<file path="src/hdl/rpf_pkg.sv">
// Package for the radio packet framer: result type, sequencing phases,
// framing constants and the byte-wide reflected CRC16 update.
// No dependencies.
`default_nettype none

package rpf_pkg;

  // Framing constants
  localparam logic [15:0] CRC_POLY  = 16'hA001;
  localparam logic [15:0] CRC_INIT  = 16'hFFFF;
  localparam logic [7:0]  HDR_MASK  = 8'h1F;
  localparam logic [7:0]  PAD_BYTE  = 8'hAA;
  localparam logic [3:0]  PAD_LAST  = 4'd11;

  // Position within the run of results that one request causes
  typedef enum logic [2:0] {
    PH_START,
    PH_HDR,
    PH_LEN,
    PH_DATA,
    PH_CRC_LO,
    PH_CRC_HI,
    PH_PAD
  } phase_t;

  // One result going towards the transmit FIFO
  typedef struct packed {
    logic [7:0] fifo_byte;
    logic       last_of_run;
    logic       end_of_packet;
  } result_t;

  // Reflected CRC16 update over one byte, LSB first
  function automatic logic [15:0] crc_byte(input logic [15:0] c_in, input logic [7:0] b);
    logic [15:0] c;
    c = c_in ^ {8'h00, b};
    for (int k = 0; k < 8; k++) begin
      if (c[0]) begin
        c = (c >> 1) ^ CRC_POLY;
      end else begin
        c = c >> 1;
      end
    end
    return c;
  endfunction

endpackage

`default_nettype wire

</file>
<file path="src/hdl/radio_packet_framer_crc16_top.sv">
// Top level of the radio packet framer with CRC16.
// Depends on rpf_pkg and rpf_out_reg.
//
// Usage:
//   Input channel (in_valid/in_ready) carries one payload byte per request;
//   group, node and length are read only on the first request of a packet.
//   Output channel (out_valid/out_ready) delivers bytes for the radio
//   transmit FIFO with last_of_run and end_of_packet flags.
//   A request is held in an item register and its results are sequenced one
//   per cycle into the output register: 1 result for a mid-packet byte,
//   3 for the first byte of a packet, plus 14 (CRC low, CRC high, twelve
//   pad bytes) on the last byte. A request therefore occupies the item
//   register until its last result is loaded; mid-packet bytes stream at
//   one per cycle. The first result passes through the item register and
//   then the output register before the receiver can take it.
//   The next request is accepted in the cycle its predecessor's last result
//   is loaded. When the receiver stalls, the output register holds its
//   result and sequencing pauses; the item register then fills and
//   in_ready falls.
//   Reset (rst, synchronous) empties both registers, sets the CRC to all
//   ones and closes any open packet.
`default_nettype none

module radio_packet_framer_crc16_top
  import rpf_pkg::*;
(
  input  wire logic       clk,
  input  wire logic       rst,
  input  wire logic       in_valid,
  output logic            in_ready,
  input  wire logic [7:0] group,
  input  wire logic [7:0] node,
  input  wire logic [7:0] length,
  input  wire logic [7:0] data_byte,
  output logic            out_valid,
  input  wire logic       out_ready,
  output logic [7:0]      fifo_byte,
  output logic            last_of_run,
  output logic            end_of_packet
);

  // Item register
  logic        item_valid;
  logic [15:0] grp_crc;
  logic [7:0]  hdr;
  logic [7:0]  len;
  logic [7:0]  dat;

  // Packet state
  phase_t      phase, phase_next;
  logic [3:0]  pad_cnt, pad_cnt_next;
  logic [15:0] crc, crc_next;
  logic [7:0]  remaining, remaining_next;

  phase_t      cur_phase;
  logic        cur_last;
  logic [7:0]  rem_dec;
  result_t     res;
  result_t     res_q;
  logic        can_load;
  logic        load;
  logic        in_acc;

  assign load     = item_valid && can_load;
  assign in_ready = !item_valid || (load && cur_last);
  assign in_acc   = in_valid && in_ready;

  // Opening or continuing a packet is decided once the previous run is done
  assign cur_phase = (phase == PH_START) ? ((remaining == 8'd0) ? PH_HDR : PH_DATA) : phase;
  assign rem_dec   = remaining - 8'd1;

  // Result selection and next state
  always_comb begin
    res            = '0;
    cur_last       = 1'b0;
    phase_next     = phase;
    pad_cnt_next   = pad_cnt;
    crc_next       = crc;
    remaining_next = remaining;
    unique case (cur_phase)
      PH_HDR: begin
        res.fifo_byte = hdr;
        crc_next      = crc_byte(grp_crc, hdr);
        phase_next    = PH_LEN;
      end
      PH_LEN: begin
        res.fifo_byte  = len;
        crc_next       = crc_byte(crc, len);
        remaining_next = len;
        phase_next     = PH_DATA;
      end
      PH_DATA: begin
        res.fifo_byte  = dat;
        crc_next       = crc_byte(crc, dat);
        remaining_next = rem_dec;
        if (rem_dec == 8'd0) begin
          phase_next = PH_CRC_LO;
        end else begin
          cur_last   = 1'b1;
          phase_next = PH_START;
        end
      end
      PH_CRC_LO: begin
        res.fifo_byte = crc[7:0];
        phase_next    = PH_CRC_HI;
      end
      PH_CRC_HI: begin
        res.fifo_byte = crc[15:8];
        pad_cnt_next  = 4'd0;
        phase_next    = PH_PAD;
      end
      PH_PAD: begin
        res.fifo_byte = PAD_BYTE;
        if (pad_cnt == PAD_LAST) begin
          res.end_of_packet = 1'b1;
          cur_last          = 1'b1;
          crc_next          = CRC_INIT;
          phase_next        = PH_START;
        end else begin
          pad_cnt_next = pad_cnt + 4'd1;
        end
      end
      default: begin
        phase_next = phase;
      end
    endcase
    res.last_of_run = cur_last;
  end

  // Control state
  always_ff @(posedge clk) begin
    if (rst) begin
      item_valid <= 1'b0;
      phase      <= PH_START;
      pad_cnt    <= 4'd0;
      crc        <= CRC_INIT;
      remaining  <= 8'd0;
    end else begin
      if (in_acc) begin
        item_valid <= 1'b1;
      end else if (load && cur_last) begin
        item_valid <= 1'b0;
      end
      if (load) begin
        pad_cnt   <= pad_cnt_next;
        crc       <= crc_next;
        remaining <= remaining_next;
      end
      if (in_acc) begin
        phase <= PH_START;
      end else if (load) begin
        phase <= phase_next;
      end
    end
  end

  // Item payload; group is folded into the CRC on capture
  always_ff @(posedge clk) begin
    if (in_acc) begin
      grp_crc <= crc_byte(CRC_INIT, group);
      hdr     <= node & HDR_MASK;
      len     <= (length == 8'd0) ? 8'd1 : length;
      dat     <= data_byte;
    end
  end

  rpf_out_reg u_out (
    .clk       (clk),
    .rst       (rst),
    .load      (load),
    .din       (res),
    .can_load  (can_load),
    .out_valid (out_valid),
    .out_ready (out_ready),
    .dout      (res_q)
  );

  assign fifo_byte     = res_q.fifo_byte;
  assign last_of_run   = res_q.last_of_run;
  assign end_of_packet = res_q.end_of_packet;

  // Checks
  a_eop_is_last: assert property (@(posedge clk) disable iff (rst)
    out_valid && end_of_packet |-> last_of_run)
    else $error("end_of_packet without last_of_run");

  a_pad_range: assert property (@(posedge clk) disable iff (rst)
    item_valid && phase == PH_PAD |-> pad_cnt <= PAD_LAST)
    else $error("pad counter out of range");

  a_trailer_closed: assert property (@(posedge clk) disable iff (rst)
    item_valid && (phase == PH_CRC_LO || phase == PH_CRC_HI || phase == PH_PAD)
    |-> remaining == 8'd0)
    else $error("trailer while packet bytes still owed");

  a_packet_reset: assert property (@(posedge clk) disable iff (rst)
    load && cur_phase == PH_PAD && pad_cnt == PAD_LAST
    |=> crc == CRC_INIT && remaining == 8'd0)
    else $error("CRC not restarted after packet end");

endmodule

`default_nettype wire

</file>
<file path="src/hdl/rpf_out_reg.sv">
// Output register of the packet framer: holds one result until the
// receiver takes it. Depends on rpf_pkg for the result type.
`default_nettype none

module rpf_out_reg
  import rpf_pkg::*;
(
  input  wire logic    clk,
  input  wire logic    rst,
  input  wire logic    load,
  input  wire result_t din,
  output logic         can_load,
  output logic         out_valid,
  input  wire logic    out_ready,
  output result_t      dout
);

  // Free when empty or when the held result leaves this cycle
  assign can_load = !out_valid || out_ready;

  // Valid flag
  always_ff @(posedge clk) begin
    if (rst) begin
      out_valid <= 1'b0;
    end else if (load) begin
      out_valid <= 1'b1;
    end else if (out_ready) begin
      out_valid <= 1'b0;
    end
  end

  // Payload, no reset needed
  always_ff @(posedge clk) begin
    if (load) begin
      dout <= din;
    end
  end

endmodule

`default_nettype wire

</file>
<file path="config.mk">
export PLATFORM = sky130hd
export DESIGN_NAME = radio_packet_framer_crc16_top
export DESIGN_NICKNAME = d
export VERILOG_FILES = /design/src/hdl/rpf_pkg.sv /design/src/hdl/radio_packet_framer_crc16_top.sv /design/src/hdl/rpf_out_reg.sv
export SDC_FILE = /design/constraint.sdc
export NUM_CORES = 1
export LEC_CHECK = 0
export ABC_AREA = 1
export ABC_CLOCK_PERIOD_IN_PS = 7300
export BUFFER_PORTS_ARGS = -buffer_cell sky130_fd_sc_hd__buf_2
export CORE_UTILIZATION = 45
export CTS_BUF_LIST = sky130_fd_sc_hd__clkbuf_16
export CTS_CLUSTER_DIAMETER = 80
export DETAILED_ROUTE_END_ITERATION = 8
export GPL_TIMING_DRIVEN = 0
export PLACE_DENSITY = 0.67
export SLEW_MARGIN = 20
export SYNTH_ARGS = -nofsm -noshare
export SYNTH_HDL_FRONTEND = slang
export SYNTH_SLANG_ARGS = --single-unit
</file>
<file path="constraint.sdc">
create_clock -name clk -period 7.3 [get_ports clk]
set_clock_uncertainty 0.05 [all_clocks]
set_input_delay 1.825 -clock clk [delete_from_list [all_inputs] [get_ports clk]]
set_output_delay 1.825 -clock clk [all_outputs]
set_load 0.02 [all_outputs]
</file>
==> results.ini, run 1 <==
[cts]
cts_tree = built
htree_levels = 3
clk_pin_slew_worst_paths_ns = 0.06
numCtsBuffers = 9
root_buffer = clkbuf_16
cts_hold_buf = 0
cts_sinks = 75
post_cts_buffers = 0
clk_latency_ns = 0.34
cts_resized = 0
clock_path_buffers = 2

[finish]
seqCellArea_mm2 = 0.00192
nFillCells = 902
n_antenna_cell = 0
final_area_mm2 = 0.00499
multi_input_area_mm2 = 0.00207
stdcell_count = 724
fin_util = 0.540
synthToLayoutAreaGrowth_pct = 15.9
drive_above_1_share = 0.173
nNetsFinal = 629

[floorplan]
start_util = 0.466
io_pins = 48
fp.dieArea_mm2 = 0.00996
core_area_mm2 = 0.00924
die_h_um = 99.8
die_width_um = 99.8
std_cell_rows = 35

[synthesis]
synth_nets = 574
synth-edff-count = 42
synth-seq-cells = 75
netlist_instances = 535
netlist_area_mm2 = 0.00430
synthFlopType = edfxtp_1
yosysUniqueCellTypes = 43
async_flop_share = 0
synth_compound_area_frac = 0.146
synth-simple-area-share = 0.240
synth_mux_area_frac = 0.00233
ys_seq_area_frac = 0.447
synthAdderAreaFrac = 0.00872
synth_xor_area_frac = 0.0846
yosysWarnings = 0
synth_top_family_by_area = simple AND/OR/NAND/NOR gates
syn_avg_cell_area_um2 = 8.05

[timing]
finalHoldViolCount = 0
min_period_ns = 5.01
slew_violations = 0
fmax_mhz = 200
hold_ws_ns = 0.438
slew_headroom = 0.420
setup_viol = 0
worst_slew_pin_slew_ns = 0.867
finalCritPeriodShare = 0.686
rsz0062_at_grt = no
setup_tns_ns = 0
setup_slack_ns = 2.29

[placement]
place.gp.congestion = 0.966
dp.cells = 708
io_buffers = 44
placedInstanceArea_mm2 = 0.00469
dpl.hpwl_um = 8580
dp_slack_ns = 2.27

[setup_path]
critPathCaptureType = primary output
worstPathArrival_ns = 3.14
r2r_start = remaining[0]$_SDFFE_PP0P_
cp-start-kind = primary input
path_class = primary input to primary output
crit_required_ns = 5.43
critPathMaxFanout = 15
r2r-end = grp_crc[12]$_DFFE_PP_
rrSetupSlack_ns = 4.36
reg2regPathDepth = 14

[routing]
first_pass_iters = 5
drt-initial-drc-count = 331
avgViaCountPerCell = 5.51
drc = 0
routed_wl_um = 11600
postRouteAntennaNets = 0
vias = 3988
wl_per_cell_um = 16.0

[hold_path]
min_from = u_out.out_valid$_SDFFE_PP0P_
hold_depth = 2
whs_endpoint = u_out.out_valid$_SDFFE_PP0P_
hp-class = flip-flop to flip-flop

[power]
p_leak_nw = 2.12
p_per_area_mw_per_mm2 = 401
finalPower_mw = 2.00
ir_drop_mv = 0.187

[global_routing]
gr-usage-all-layers = 0.246
grt_pass1_wl_um = 18600
grt_overflow = 0
antenna_found_initial = 0
grt_pass1_vias = 3797
grt_max_degree = 33

[job]
max_cap_viol_count = 0

[status]
run_status = complete, no violations

synth_stat cells (4+ instances only):
cell type | count | share of area
o221ai_1 | 6 | 0.012
nand3_1 | 35 | 0.041
nand2_1 | 139 | 0.12
nor2_1 | 32 | 0.028
o21ai_0 | 25 | 0.029
edfxtp_1 | 42 | 0.29
xnor2_1 | 13 | 0.026
nor3_1 | 12 | 0.014
clkbuf_1 | 11 | 0.0096
nor2_4 | 4 | 0.010
xor2_1 | 23 | 0.047
a211oi_1 | 6 | 0.010
o2111ai_1 | 7 | 0.014
inv_2 | 15 | 0.013
inv_1 | 40 | 0.035
a31oi_1 | 5 | 0.0073
dfxtp_1 | 33 | 0.15
nand4_1 | 4 | 0.0058
o211ai_1 | 6 | 0.010
o21ai_1 | 18 | 0.021
a21oi_1 | 20 | 0.023
buf_2 | 8 | 0.0093
registers in the layout, summed over array words and instances, names as in the netlist:
signal           count
hdr                  5
phase                3
dat                  8
u_out.out_valid      1
crc                 16
remaining            8
len                  8
u_out.dout          10
grp_crc             11
item_valid           1
pad_cnt              4
metal layers:
metal | track usage | share of wire | up-vias
li1 | - | - | 1919
met1 | 0.309 | 0.42 | 1882
met2 | 0.419 | 0.48 | 160
met3 | 0.0446 | 0.066 | 27
met4 | 0.0995 | 0.030 | 0
met5 | 0 | 0 | -
cell usage in the layout (no fill, tap or decap), drive strengths merged:
cell type    n
and3         1
xnor2       14
ha           3
nand3       36
o21ai       44
buf         54
o211ai       6
xor2        25
clkinvlp     2
or2          1
clkbuf      20
dfxtp       33
clkinv       3
mux2i        1
o22ai        1
nand2      142
nor3b        1
nor3        13
nor2        37
a21oi       21
edfxtp      42
o2111ai      7
o221ai       6
nand4        4
inv         58
a211oi       6
o311ai       1
a22oi        3
bufinv       1
a21o         1
a31oi        5
nor4         3
cell families after synthesis:
logic type | Yosys count
xor gates and xnor gates | 39
adders and majority gates | 3
muxes | 1
and+or+nand+nor | 238
AOI/OAI and AO/OA | 101
DFF | 75
buffers and inverters | 78
critical path, cell delays in order:
cell	delay, ns
buf_2	0.07
inv_1	0.03
nand2_1	0.06
nand2_1	0.16
inv_1	0.58
nand2_1	0.14
nand2_2	0.10
buf_2	0.16
report_power, final:
| part | internal (mW) | switching (mW) |
|---|---|---|
| clock | 0.266 | 0.179 |
| sequential | 0.547 | 0.0628 |
| combinational | 0.303 | 0.642 |
how the worst max path moves through the flow:
stage	start	end	slack, ns	cells past startpoint
2_1_floorplan	out_ready	in_ready	2.77	6
3_3_place_gp	out_ready	in_ready	2.28	8
3_5_place_dp	out_ready	in_ready	2.27	8
4_1_cts	out_ready	in_ready	2.27	8
5_1_grt	out_ready	in_ready	2.12	8
6_report	out_ready	in_ready	2.29	8
final cells by class:
cell class / instances / share of cell area
buffer: 21 / 0.0186
clock inverter: 7 / 0.0153
inverter: 57 / 0.0439
sequential: 75 / 0.385
timing repair buffer: 44 / 0.0442
tap: 129 / 0.0324
clock buffer: 9 / 0.0452
multi-input combinational: 382 / 0.415
No activity file was read; power rests on OpenSTA's default activity.
==> run 2, diff against run 1 <==
Settings changed: ABC_CLOCK_PERIOD_IN_PS 7300 to 4100, PLACE_DENSITY 0.67 to 0.69.
Clock period 7.3 ns to 4.1 ns, I/O delays scaled along.
==> run 2 against run 1 <==
  * Sequential cell count did not move
  * Clock power grew 76%
  * Sequential share of layout area rose by 0.058 points
  * Count of clock-buffer cells in the layout is the same
  * Setup slack worse by 1.6 ns
  * Critical path depth is 5 higher
  * Worst hold slack worse by 0.0036 ns
  * Register-to-register slack lost 3.2 ns
==> results.ini, run 2 (synthesis results as in run 1) <==
[floorplan]
start_util = 0.466
die_h_um = 99.8
io_pins = 48
fp.dieArea_mm2 = 0.00996
core_area_mm2 = 0.00924
die_width_um = 99.8
std_cell_rows = 35

[global_routing]
grt_pass1_vias = 3774
grt_overflow = 0
use_met1 = 0.306
gr-usage-all-layers = 0.244
grt_pass1_wl_um = 18400
use_met3 = 0.0467
met2_usage = 0.407
antenna_found_initial = 0
busiest_layer = met2
grt_max_degree = 33

[cts]
clock_path_buffers = 2
root_buffer = clkbuf_16
cts_tree = built
cts_hold_buf = 0
numCtsBuffers = 9
cts_resized = 0
clk_latency_ns = 0.34
clk_pin_slew_worst_paths_ns = 0.06
htree_levels = 3
cts_sinks = 75
post_cts_buffers = 0

[setup_path]
rrSetupSlack_ns = 1.17
critPathCaptureType = primary output
slowest_delay_ns = 0.35
slowest_stage = dfxtp_1
critPathMaxFanout = 10
r2r-end = grp_crc[13]$_DFFE_PP_
crit_start = remaining[0]$_SDFFE_PP0P_
reg2regPathDepth = 14
worstPathCellList = inv_1, ha_1, nand2_1, nor2_1, nand4_1, nand2_1, nor3_2, buf_2, nand2_1, o21ai_1, nand2_1, nand2_2, buf_2
worstPathArrival_ns = 2.35
crit_required_ns = 3.02
r2r_start = remaining[0]$_SDFFE_PP0P_
path_common_cell = nand2_1
cp-start-kind = flip-flop
path_class = flip-flop to primary output

[routing]
postRouteAntennaNets = 0
avgViaCountPerCell = 5.45
drc = 0
first_pass_iters = 6
routed_wl_um = 11600
vias = 3948
wl_per_cell_um = 16.1
drt-initial-drc-count = 320

[timing]
rsz0062_at_grt = no
finalCritPeriodShare = 0.835
slew_headroom = 0.390
worst_slew_pin_slew_ns = 0.912
slew_violations = 0
setup_tns_ns = 0
setup_viol = 0
min_period_ns = 3.42
fmax_mhz = 292
finalHoldViolCount = 0

[placement]
dpl.hpwl_um = 8600
place.gp.congestion = 0.982
io_buffers = 44

[hold_path]
whs_endpoint = pad_cnt[1]$_SDFFE_PP0P_
hp-class = flip-flop to flip-flop
hold_depth = 2
min_from = pad_cnt[1]$_SDFFE_PP0P_

[finish]
fin_util = 0.539
synthToLayoutAreaGrowth_pct = 15.7
final_common_cell = nand2_1
drive_above_1_share = 0.171
top_regs = crc x16, grp_crc x11, u_out.dout x10
final_cell_mix = nand2_1, buf_2, edfxtp_1, inv_1, nand3_1
regMostFlops = crc
nNetsFinal = 629
n_antenna_cell = 0
largest_reg_flops = 16

[job]
max_cap_viol_count = 0

[power]
ir_drop_mv = 0.394
p_leak_nw = 2.12
p_per_area_mw_per_mm2 = 714
finalPower_mw = 3.56

[status]
run_status = complete, no violations

-- run 2: cell count changes in the layout (fill, tap and decap cells not counted) --
cell,change
clkinvlp_4,-1
clkinv_4,-1
inv_1,+1
clkinv_2,+1
-- run 2: area by class of cell --
class	count	area (um2)
fillers	867	4260
multi-input cells	382	2070
flip-flops and latches	75	1920
clock buffers	9	225
repair buffers	44	220
inverters	57	219
well taps	129	161
plain buffers	21	92.6
clock inverters	7	68.8
-- run 2: report_power, final --
group | switching (mW) | internal, mW | total, mW | leakage, nW
combinational | 1.15 | 0.540 | 1.69 | 1.30
clock | 0.314 | 0.470 | 0.784 | 0.147
sequential | 0.113 | 0.974 | 1.09 | 0.673
-- run 2: per-stage QoR --
step | setup slack [ns] | hold slack (ns) | std cells | cell area (um2)
floorplan | 1.05 | 0.404 | 535 | 4300
global placement | 0.407 | 0.423 | 708 | 4690
detailed placement | 0.662 | 0.429 | 708 | 4690
CTS | 0.657 | 0.437 | 724 | 4980
global route | 0.460 | 0.465 | 724 | 4980
finish | 0.677 | 0.435 | 724 | 4980
-- run 2: per-layer routing --
layer / share of wire / vias up / wire [um]
met5: 0 / - / 0
met4: 0.036 / 0 / 414
met3: 0.078 / 34 / 904
met2: 0.47 / 176 / 5410
met1: 0.42 / 1815 / 4890
li1: - / 1923 / -
-- run 2: how the worst max path moves through the flow --
stage / cells past startpoint / slack, ns / end
floorplan: 8 / 1.05 / dat[0]$_DFFE_PP_
global placement: 9 / 0.41 / grp_crc[15]$_SDFFCE_PN0P_
detailed placement: 8 / 0.66 / in_ready
CTS: 8 / 0.66 / in_ready
global route: 13 / 0.46 / in_ready
finish: 13 / 0.68 / in_ready
-- run 2: worst max-delay path, delay by kind of cell (launching register included) --
family	cells	cell delay (ns)
compound gates	1	0.10
fa+ha+maj	1	0.23
buf+inv	3	0.54
flops	1	0.35
simple gates	8	0.79
